`src/rtl/core/bra_pkg.sv`:
```
package bra_pkg;

    localparam int MAP_BITS  = 1024;
    localparam int WORD_BITS = 64;
    localparam int MAP_WORDS = (MAP_BITS + WORD_BITS - 1) / WORD_BITS;
    localparam int IDX_W     = $clog2(MAP_BITS) + 1;
    localparam int POS_W     = $clog2(MAP_BITS);
    localparam int OFF_W     = $clog2(WORD_BITS);
    localparam int ADDR_W    = $clog2(MAP_WORDS);

    localparam logic [1:0] FUNC_ALLOC = 2'd0;
    localparam logic [1:0] FUNC_SET   = 2'd1;
    localparam logic [1:0] FUNC_TEST  = 2'd2;
    localparam logic [1:0] FUNC_RSVD  = 2'd3;

    localparam logic [1:0] POL_FIRST = 2'd0;
    localparam logic [1:0] POL_NEXT  = 2'd1;
    localparam logic [1:0] POL_BEST  = 2'd2;
    localparam logic [1:0] POL_RSVD  = 2'd3;

    localparam logic REG_POLICY = 1'b0;
    localparam logic REG_SIZE   = 1'b1;

    typedef enum logic [3:0] {
        ST_CLEAR,
        ST_IDLE,
        ST_LOAD,
        ST_WIN,
        ST_SCAN,
        ST_BEST,
        ST_HIT,
        ST_WRITE,
        ST_TEST,
        ST_DONE
    } bra_state_t;

    typedef struct packed {
        logic                 we;
        logic [ADDR_W-1:0]    waddr;
        logic [WORD_BITS-1:0] wdata;
        logic [ADDR_W-1:0]    raddr;
    } bra_ram_req_t;

endpackage

```
`src/rtl/core/bra_map_ram.sv`:
```
module bra_map_ram (
    input  logic                          clk,
    input  bra_pkg::bra_ram_req_t         req,
    output logic [bra_pkg::WORD_BITS-1:0] rdata
);
    import bra_pkg::*;

    logic [WORD_BITS-1:0] mem [MAP_WORDS];

    always_ff @(posedge clk)
    begin
        if (req.we)
        begin
            mem[req.waddr] <= req.wdata;
        end
        rdata <= mem[req.raddr];
    end

endmodule

```
`src/rtl/core/bitmap_run_allocator.sv`:
```
// Channel   Handshake               Payload
// request   in_valid / in_ready     func, start_index, run_length, match_value
// result    out_valid / out_ready   found, run_index, bit_read
// config    cfg_valid / cfg_ready   cfg_index, cfg_data
//
// The map lives in one word-wide RAM and is walked one bit per cycle, pausing
// while each new word is fetched; an ignored function goes straight to the result.
// A flip or set range is written bit by bit, with a write-back per word.
// After reset the RAM is cleared word by word, all 16 words; no request is taken meanwhile.
// A new request is taken while an earlier result still waits in the output register.
module bitmap_run_allocator (
    input  logic                        clk,
    input  logic                        rst_n,
    input  logic                        in_valid,
    output logic                        in_ready,
    input  logic [1:0]                  func,
    input  logic [bra_pkg::IDX_W-1:0]   start_index,
    input  logic [bra_pkg::IDX_W-1:0]   run_length,
    input  logic                        match_value,
    output logic                        out_valid,
    input  logic                        out_ready,
    output logic                        found,
    output logic [bra_pkg::POS_W-1:0]   run_index,
    output logic                        bit_read,
    input  logic                        cfg_valid,
    output logic                        cfg_ready,
    input  logic                        cfg_index,
    input  logic [bra_pkg::IDX_W-1:0]   cfg_data
);
    import bra_pkg::*;

    bra_state_t state_reg, state_next, mode_reg, mode_next;
    logic [IDX_W-1:0]     ptr_reg, ptr_next, end_reg, end_next, run_reg, run_next;
    logic [IDX_W-1:0]     cnt_reg, cnt_next, lo_reg, lo_next, hi_reg, hi_next;
    logic [IDX_W-1:0]     last_reg, last_next, start_reg, start_next;
    logic [IDX_W-1:0]     at_reg, at_next, best_reg, best_next, cs_reg, cs_next;
    logic                 val_reg, val_next, wval_reg, wval_next;
    logic                 pass_reg, pass_next, have_reg, have_next;
    logic [WORD_BITS-1:0] wbuf_reg, wbuf_next, wbuf_mod;
    logic [ADDR_W-1:0]    waddr_reg, waddr_next, clr_reg, clr_next;
    logic                 res_found_reg, res_found_next, res_bit_reg, res_bit_next;
    logic [POS_W-1:0]     res_idx_reg, res_idx_next, pos_reg, pos_next;
    logic                 out_valid_reg, out_valid_next, found_reg, found_next;
    logic                 bit_reg, bit_next;
    logic [POS_W-1:0]     idx_reg, idx_next;
    logic [1:0]           policy_reg;
    logic [IDX_W-1:0]     size_reg;

    logic [IDX_W-1:0]     n_used, pos_ext, lim, run_inc, blen;
    logic [IDX_W:0]       range_end;
    logic                 cur_bit, closing;
    logic [WORD_BITS-1:0] rdata;
    bra_ram_req_t         ram_req;

    bra_map_ram u_ram (
        .clk   (clk),
        .req   (ram_req),
        .rdata (rdata)
    );

    assign n_used    = (size_reg > IDX_W'(MAP_BITS)) ? IDX_W'(MAP_BITS) : size_reg;
    assign pos_ext   = {1'b0, pos_reg};
    assign range_end = {1'b0, start_index} + {1'b0, run_length};
    assign lim       = (range_end > {1'b0, n_used}) ? n_used : range_end[IDX_W-1:0];
    assign cur_bit   = wbuf_reg[ptr_reg[OFF_W-1:0]];
    assign run_inc   = run_reg + IDX_W'(1);

    always_comb
    begin
        wbuf_mod = wbuf_reg;
        wbuf_mod[ptr_reg[OFF_W-1:0]] = wval_reg;
    end

    assign in_ready  = (state_reg == ST_IDLE);
    assign cfg_ready = 1'b1;
    assign out_valid = out_valid_reg;
    assign found     = found_reg;
    assign run_index = idx_reg;
    assign bit_read  = bit_reg;

    always_comb
    begin
        state_next     = state_reg;
        mode_next      = mode_reg;
        ptr_next       = ptr_reg;
        end_next       = end_reg;
        run_next       = run_reg;
        cnt_next       = cnt_reg;
        lo_next        = lo_reg;
        hi_next        = hi_reg;
        last_next      = last_reg;
        start_next     = start_reg;
        at_next        = at_reg;
        best_next      = best_reg;
        cs_next        = cs_reg;
        val_next       = val_reg;
        wval_next      = wval_reg;
        pass_next      = pass_reg;
        have_next      = have_reg;
        wbuf_next      = wbuf_reg;
        waddr_next     = waddr_reg;
        clr_next       = clr_reg;
        res_found_next = res_found_reg;
        res_bit_next   = res_bit_reg;
        res_idx_next   = res_idx_reg;
        pos_next       = pos_reg;
        out_valid_next = out_valid_reg;
        found_next     = found_reg;
        bit_next       = bit_reg;
        idx_next       = idx_reg;
        closing        = 1'b0;
        blen           = run_reg;
        ram_req.we     = 1'b0;
        ram_req.waddr  = waddr_reg;
        ram_req.wdata  = wbuf_mod;

        if (out_valid_reg && out_ready)
        begin
            out_valid_next = 1'b0;
        end

        unique case (state_reg)
            ST_CLEAR:
            begin
                ram_req.we    = 1'b1;
                ram_req.waddr = clr_reg;
                ram_req.wdata = '0;
                clr_next      = clr_reg + ADDR_W'(1);
                if (clr_reg == ADDR_W'(MAP_WORDS - 1))
                begin
                    state_next = ST_IDLE;
                end
            end
            ST_IDLE:
            begin
                if (in_valid)
                begin
                    res_found_next = 1'b0;
                    res_bit_next   = 1'b0;
                    res_idx_next   = '0;
                    start_next     = start_index;
                    cnt_next       = run_length;
                    val_next       = match_value;
                    state_next     = ST_DONE;
                    unique case (func)
                        FUNC_TEST:
                        begin
                            if (start_index < n_used)
                            begin
                                ptr_next   = start_index;
                                mode_next  = ST_TEST;
                                state_next = ST_LOAD;
                            end
                        end
                        FUNC_SET:
                        begin
                            if (start_index < n_used && run_length != '0)
                            begin
                                cnt_next   = lim - start_index;
                                wval_next  = match_value;
                                ptr_next   = start_index;
                                mode_next  = ST_WRITE;
                                state_next = ST_LOAD;
                            end
                        end
                        FUNC_ALLOC:
                        begin
                            last_next = n_used - run_length;
                            if (run_length <= n_used)
                            begin
                                if (policy_reg == POL_FIRST)
                                begin
                                    lo_next    = start_index;
                                    hi_next    = n_used - run_length;
                                    pass_next  = 1'b1;
                                    state_next = ST_WIN;
                                end
                                else if (policy_reg == POL_NEXT)
                                begin
                                    lo_next    = pos_ext;
                                    hi_next    = n_used - run_length;
                                    pass_next  = 1'b0;
                                    state_next = ST_WIN;
                                end
                                else if (policy_reg == POL_BEST && start_index < n_used)
                                begin
                                    ptr_next   = start_index;
                                    end_next   = n_used - IDX_W'(1);
                                    run_next   = '0;
                                    have_next  = 1'b0;
                                    mode_next  = ST_BEST;
                                    state_next = ST_LOAD;
                                end
                            end
                        end
                        default:
                        begin
                            state_next = ST_DONE;
                        end
                    endcase
                end
            end
            ST_LOAD:
            begin
                wbuf_next  = rdata;
                waddr_next = ptr_reg[POS_W-1:OFF_W];
                state_next = mode_reg;
            end
            ST_WIN:
            begin
                if (lo_reg > hi_reg)
                begin
                    if (!pass_reg)
                    begin
                        // Second next-fit pass wraps back to the request's start.
                        pass_next = 1'b1;
                        lo_next   = start_reg;
                        hi_next   = (pos_ext < last_reg) ? pos_ext : last_reg;
                    end
                    else
                    begin
                        state_next = ST_DONE;
                    end
                end
                else if (cnt_reg == '0)
                begin
                    at_next    = lo_reg;
                    state_next = ST_HIT;
                end
                else
                begin
                    ptr_next   = lo_reg;
                    end_next   = hi_reg + cnt_reg - IDX_W'(1);
                    run_next   = '0;
                    mode_next  = ST_SCAN;
                    state_next = ST_LOAD;
                end
            end
            ST_SCAN:
            begin
                run_next = (cur_bit == val_reg) ? run_inc : '0;
                if (cur_bit == val_reg && run_inc >= cnt_reg)
                begin
                    at_next    = ptr_reg + IDX_W'(1) - cnt_reg;
                    state_next = ST_HIT;
                end
                else if (ptr_reg == end_reg)
                begin
                    // Force an empty window so ST_WIN starts the second next-fit pass or fails.
                    lo_next    = IDX_W'(1);
                    hi_next    = '0;
                    state_next = ST_WIN;
                end
                else
                begin
                    ptr_next = ptr_reg + IDX_W'(1);
                    if (ptr_reg[OFF_W-1:0] == '1)
                    begin
                        state_next = ST_LOAD;
                    end
                end
            end
            ST_BEST:
            begin
                if (cur_bit == val_reg)
                begin
                    run_next = run_inc;
                    blen     = run_inc;
                    if (run_reg == '0)
                    begin
                        cs_next = ptr_reg;
                    end
                    closing = (ptr_reg == end_reg);
                end
                else
                begin
                    run_next = '0;
                    closing  = (run_reg != '0);
                end
                if (closing && blen >= cnt_reg && (!have_reg || blen < best_reg))
                begin
                    have_next = 1'b1;
                    best_next = blen;
                    at_next   = (cur_bit == val_reg && run_reg == '0) ? ptr_reg : cs_reg;
                end
                if (ptr_reg == end_reg)
                begin
                    state_next = have_next ? ST_HIT : ST_DONE;
                end
                else
                begin
                    ptr_next = ptr_reg + IDX_W'(1);
                    if (ptr_reg[OFF_W-1:0] == '1)
                    begin
                        state_next = ST_LOAD;
                    end
                end
            end
            ST_HIT:
            begin
                res_found_next = 1'b1;
                res_idx_next   = at_reg[POS_W-1:0];
                if (policy_reg == POL_NEXT)
                begin
                    pos_next = at_reg[POS_W-1:0];
                end
                if (cnt_reg != '0)
                begin
                    ptr_next   = at_reg;
                    wval_next  = ~val_reg;
                    mode_next  = ST_WRITE;
                    state_next = ST_LOAD;
                end
                else
                begin
                    state_next = ST_DONE;
                end
            end
            ST_WRITE:
            begin
                wbuf_next = wbuf_mod;
                cnt_next  = cnt_reg - IDX_W'(1);
                ptr_next  = ptr_reg + IDX_W'(1);
                if (cnt_reg == IDX_W'(1) || ptr_reg[OFF_W-1:0] == '1)
                begin
                    ram_req.we = 1'b1;
                    state_next = (cnt_reg == IDX_W'(1)) ? ST_DONE : ST_LOAD;
                end
            end
            ST_TEST:
            begin
                res_bit_next = cur_bit;
                state_next   = ST_DONE;
            end
            ST_DONE:
            begin
                if (!out_valid_reg || out_ready)
                begin
                    out_valid_next = 1'b1;
                    found_next     = res_found_reg;
                    idx_next       = res_idx_reg;
                    bit_next       = res_bit_reg;
                    state_next     = ST_IDLE;
                end
            end
            default:
            begin
                state_next = ST_IDLE;
            end
        endcase

        // The RAM always fetches the word holding the next pointer.
        ram_req.raddr = ptr_next[POS_W-1:OFF_W];
    end

    always_ff @(posedge clk or negedge rst_n)
    begin
        if (!rst_n)
        begin
            state_reg     <= ST_CLEAR;
            mode_reg      <= ST_IDLE;
            clr_reg       <= '0;
            pos_reg       <= '0;
            out_valid_reg <= 1'b0;
            policy_reg    <= POL_FIRST;
            size_reg      <= IDX_W'(MAP_BITS);
        end
        else
        begin
            state_reg     <= state_next;
            mode_reg      <= mode_next;
            clr_reg       <= clr_next;
            pos_reg       <= pos_next;
            out_valid_reg <= out_valid_next;
            if (cfg_valid && cfg_ready)
            begin
                unique case (cfg_index)
                    REG_POLICY: policy_reg <= cfg_data[1:0];
                    REG_SIZE:   size_reg   <= cfg_data;
                endcase
            end
        end
    end

    always_ff @(posedge clk)
    begin
        ptr_reg       <= ptr_next;
        end_reg       <= end_next;
        run_reg       <= run_next;
        cnt_reg       <= cnt_next;
        lo_reg        <= lo_next;
        hi_reg        <= hi_next;
        last_reg      <= last_next;
        start_reg     <= start_next;
        at_reg        <= at_next;
        best_reg      <= best_next;
        cs_reg        <= cs_next;
        val_reg       <= val_next;
        wval_reg      <= wval_next;
        pass_reg      <= pass_next;
        have_reg      <= have_next;
        wbuf_reg      <= wbuf_next;
        waddr_reg     <= waddr_next;
        res_found_reg <= res_found_next;
        res_bit_reg   <= res_bit_next;
        res_idx_reg   <= res_idx_next;
        found_reg     <= found_next;
        bit_reg       <= bit_next;
        idx_reg       <= idx_next;
    end

`ifndef SYNTHESIS
    a_no_req_in_clear: assert property (@(posedge clk) disable iff (!rst_n)
        (state_reg == ST_CLEAR) |-> !in_ready)
        else $error("request accepted during RAM clear");

    a_ram_write_src: assert property (@(posedge clk) disable iff (!rst_n)
        ram_req.we |-> (state_reg == ST_CLEAR || state_reg == ST_WRITE))
        else $error("RAM written outside clear or write states");

    a_hit_sets_found: assert property (@(posedge clk) disable iff (!rst_n)
        (state_reg == ST_HIT) |=> res_found_reg)
        else $error("hit did not record found");

    a_pos_only_on_hit: assert property (@(posedge clk) disable iff (!rst_n)
        (pos_reg != $past(pos_reg)) |-> ($past(state_reg) == ST_HIT))
        else $error("next-fit position changed without a hit");
`endif

endmodule

```
`config.mk`:
```
export PLATFORM = sky130hd
export DESIGN_NAME = bitmap_run_allocator
export DESIGN_NICKNAME = d
export VERILOG_FILES = /design/src/rtl/core/bra_pkg.sv /design/src/rtl/core/bra_map_ram.sv /design/src/rtl/core/bitmap_run_allocator.sv
export SDC_FILE = /design/constraint.sdc
export NUM_CORES = 2
export LEC_CHECK = 0
export BUFFER_PORTS_ARGS = -buffer_cell sky130_fd_sc_hd__buf_2
export CAP_MARGIN = 20
export CORE_AREA = 4 4 324 326
export CTS_CLUSTER_DIAMETER = 40
export DETAILED_ROUTE_END_ITERATION = 8
export DIE_AREA = 0 0 328 330
export PLACE_DENSITY = 0.75
export SKIP_LAST_GASP = 1
export SYNTH_ARGS = -nofsm -noshare
export SYNTH_HDL_FRONTEND = slang
export SYNTH_HIERARCHICAL = 1
export SYNTH_SLANG_ARGS = --single-unit
```
`constraint.sdc`:
```
create_clock -name clk -period 7.2 [get_ports clk]
set_input_delay 0.36 -clock clk [delete_from_list [all_inputs] [get_ports clk]]
set_output_delay 0.36 -clock clk [all_outputs]
set_load 0.05 [all_outputs]
```
==> flow_summary.ini <==
[place]
dp_cells = 4898
dpl_cell_area_um2 = 59900
detailed_place_hpwl_um = 82600
place.gp.congestion = 0.944
post-place-ws_ns = 0.709
io_buffers = 55

[critical_path]
r2r-end = u_ram/rdata[49]
reg2reg_depth = 15
crit_path_start_kind = flip-flop
r2r_setup_slack_ns = 0.50
timing.critical_path.from = ptr_reg[0]
arrival_ns = 7.33
worst_setup_path_end_kind = flip-flop
path_class = flip-flop to flip-flop
cp_max_fo = 53
worstPathRequired_ns = 7.82
r2r_start = ptr_reg[0]

[power]
p_total_mw = 31.0
power_frac_comb_pct = 34.5
p_leak_nw = 23.1
power_frac_clock_pct = 26.8
power.density_nw_per_um2 = 472
p_sw_mw = 10.5
ir_drop_mv = 0.522
intPower_mw = 20.5
pwr-share-seq_pct = 38.6
swShare_pct = 34.0

[global_routing]
overflow = 0
grt.total_usage_pct = 27.1
gr-usage-met3_pct = 4.94
grt_pass1_wl_um = 218000
grt_busiest_layer = met2
grt_pass1_vias = 33700
met2_usage_pct = 43.8
grt_max_degree = 72
antenna_found_initial = 2
grt_use_met1_pct = 37.8

[logic_synthesis]
syn_inst = 3576
synth_area_um2 = 57700
yosysSeqAreaShare_pct = 68.3
ys_seq_elements = 1341
syn_nets = 3764
async_reset_ff_share_pct = 2.68
avgSynthCellArea_um2 = 16.1
yosysWarnings = 6
synth-edff-count = 1237
yosys_most_used_dff = edfxtp_1
ys_types = 82

[detailed_routing]
drtIter0Drc = 4179
wl_per_cell_um = 27.9
ant_nets = 0
wl_um = 146000
vias_per_cell = 6.45
first_pass_iters = 9
vias = 33600
remaining_drc_errors = 0

[layout]
layout-drive-gt1-share_pct = 19.0
area_growth_pct = 13.9
stdcell_area_um2 = 65700
largest_register_ffs = 1024
final_cell_mix = edfxtp_1, nand2_1, mux4_2, nor2_1, o21ai_0
fin_cells = 5220
mostFrequentLayoutCell = edfxtp_1
nNetsFinal = 3904
fin_util_pct = 64.6

[sta]
tightest_slew_ns = 1.15
finalHoldWorstSlack_ns = 0.0347
grt_setup_unrepaired = no
min_period_ns = 6.70
hold_viol = 0
fmax_mhz = 149
maxSlewHeadroom_pct = 22.8
period_share_pct = 93.1
setup_violations = 0
setup_slack_ns = 0.499
final.setup.tns_ns = 0
slew_viol_final = 0
finalClockSkew_ns = 0.0353

[clocking]
cts_num_sinks = 1341
post_cts_resized = 0
cts_buffer_depth = 3
cts_tree = done
cts-root-buf = clkbuf_16
cts_made_buffers = 159
worstSkewPairLatency_ns = 0.76
clkTransAtPathRegs_ns = 0.06
htreeDepth = 4

[die]
rows = 117
initial_core_util_pct = 56.7
die_area_um2 = 108000
design.core.area_um2 = 102000
io_pins = 57
die_h_um = 330
die_x_um = 328

[hold_path]
min_from = start_index[9]
hp-class = primary input to flip-flop
holdPathEnd = start_reg[9]
whs_path_depth = 1

[status]
status = finished, final reports clean

[job]
max_cap_viol_count = 0
[layout make-up]
cell class,count,area [µm²]
antenna,1,2.50
inverter,123,464
fill,6755,36000
tap,1368,1710
clock inverter,101,1280
multi-input combinational,1932,17200
timing repair buffer,159,1370
clock buffer,195,4310
sequential,1341,39400
[how the worst max path moves through the flow]
stage | slack [ns] | to
2_1_floorplan | 0.12 | u_ram/mem[4][0]
3_5_place_dp | 0.71 | cnt_reg[10]
6_report | 0.50 | u_ram/rdata[49]
5_1_grt | 0.31 | cnt_reg[10]
3_3_place_gp | 0.71 | cnt_reg[10]
4_1_cts | 0.63 | u_ram/rdata[17]
[cells by family (layout without fill, tap and decap cells)]
| group | count (synthesis) | in the layout | share of synthesized area [%] |
|---|---|---|---|
| and+or+nand+nor | 738 | 738 | 5.71 |
| AOI/OAI and AO/OA | 532 | 532 | 6.03 |
| xor gates and xnor gates | 112 | 112 | 1.73 |
| other | 1 | 2 | 0.00650 |
| adders and majority gates | 146 | 146 | 3.23 |
| muxes | 403 | 403 | 12.7 |
| DFF | 1341 | 1341 | 68.3 |
| buffers and inverters | 303 | 578 | 2.27 |
[power by group through the flow]
stage / combinational (mW) / clock, mW / sequential, mW
final: 10.7 / 8.32 / 12.0
after global routing: 11.6 / 8.78 / 12.1
after CTS: 10.7 / 8.42 / 12.0
after detailed placement: 10.5 / 0 / 12.1
after global placement: 10.4 / 0 / 12.0
after floorplan: 7.79 / 0 / 11.7
[cell usage after synthesis, types with 14 or more instances]
| cell type | n | area share [%] |
|---|---|---|
| a21o_1 | 26 | 0.34 |
| a21oi_1 | 72 | 0.62 |
| a22oi_1 | 138 | 1.8 |
| and2_1 | 14 | 0.15 |
| and3_1 | 16 | 0.17 |
| buf_1 | 24 | 0.16 |
| buf_2 | 20 | 0.17 |
| buf_6 | 15 | 0.29 |
| clkbuf_1 | 112 | 0.73 |
| dfrtp_1 | 34 | 1.5 |
| dfxtp_1 | 68 | 2.4 |
| edfxtp_1 | 1237 | 64 |
| ha_1 | 141 | 3.1 |
| inv_1 | 121 | 0.79 |
| mux2_2 | 29 | 0.57 |
| mux2i_1 | 114 | 2.0 |
| mux4_2 | 259 | 10 |
| nand2_1 | 303 | 2.0 |
| nand2b_1 | 23 | 0.25 |
| nand3_1 | 45 | 0.39 |
| nor2_1 | 204 | 1.3 |
| nor2b_1 | 34 | 0.37 |
| nor3_1 | 41 | 0.36 |
| o211ai_1 | 15 | 0.20 |
| o21ai_0 | 167 | 1.4 |
| xnor2_1 | 70 | 1.1 |
| xor2_1 | 41 | 0.62 |
[worst max-delay path: stages, from the launching register on]
cell	delay [ns]
edfxtp_1	0.97
buf_4	0.25
nand2b_1	0.21
o22ai_1	0.16
o31ai_1	0.48
o2111ai_2	0.26
nor4_4	0.63
xor2_4	0.46
nand3_1	0.33
nand3_1	0.23
o21bai_1	0.14
a221o_4	0.74
buf_4	0.73
mux4_2	0.41
a22oi_1	0.27
nand2_1	0.11
[timing repair]
item / CTS / global route
buffers inserted: 0 / 0
hold endpoints to repair: 59 / 0
hold buffers: 23 / 0
[routing by layer]
metal  part of all wire (%)  vias up  wire length [µm]
li1                       -    14300                 -
met1                     39    17000             56200
met2                     48     1995             69900
met3                     10      364             14600
met4                    3.4        4              4950
met5                  0.027        -                40
No activity file was read; power rests on OpenSTA's default activity.
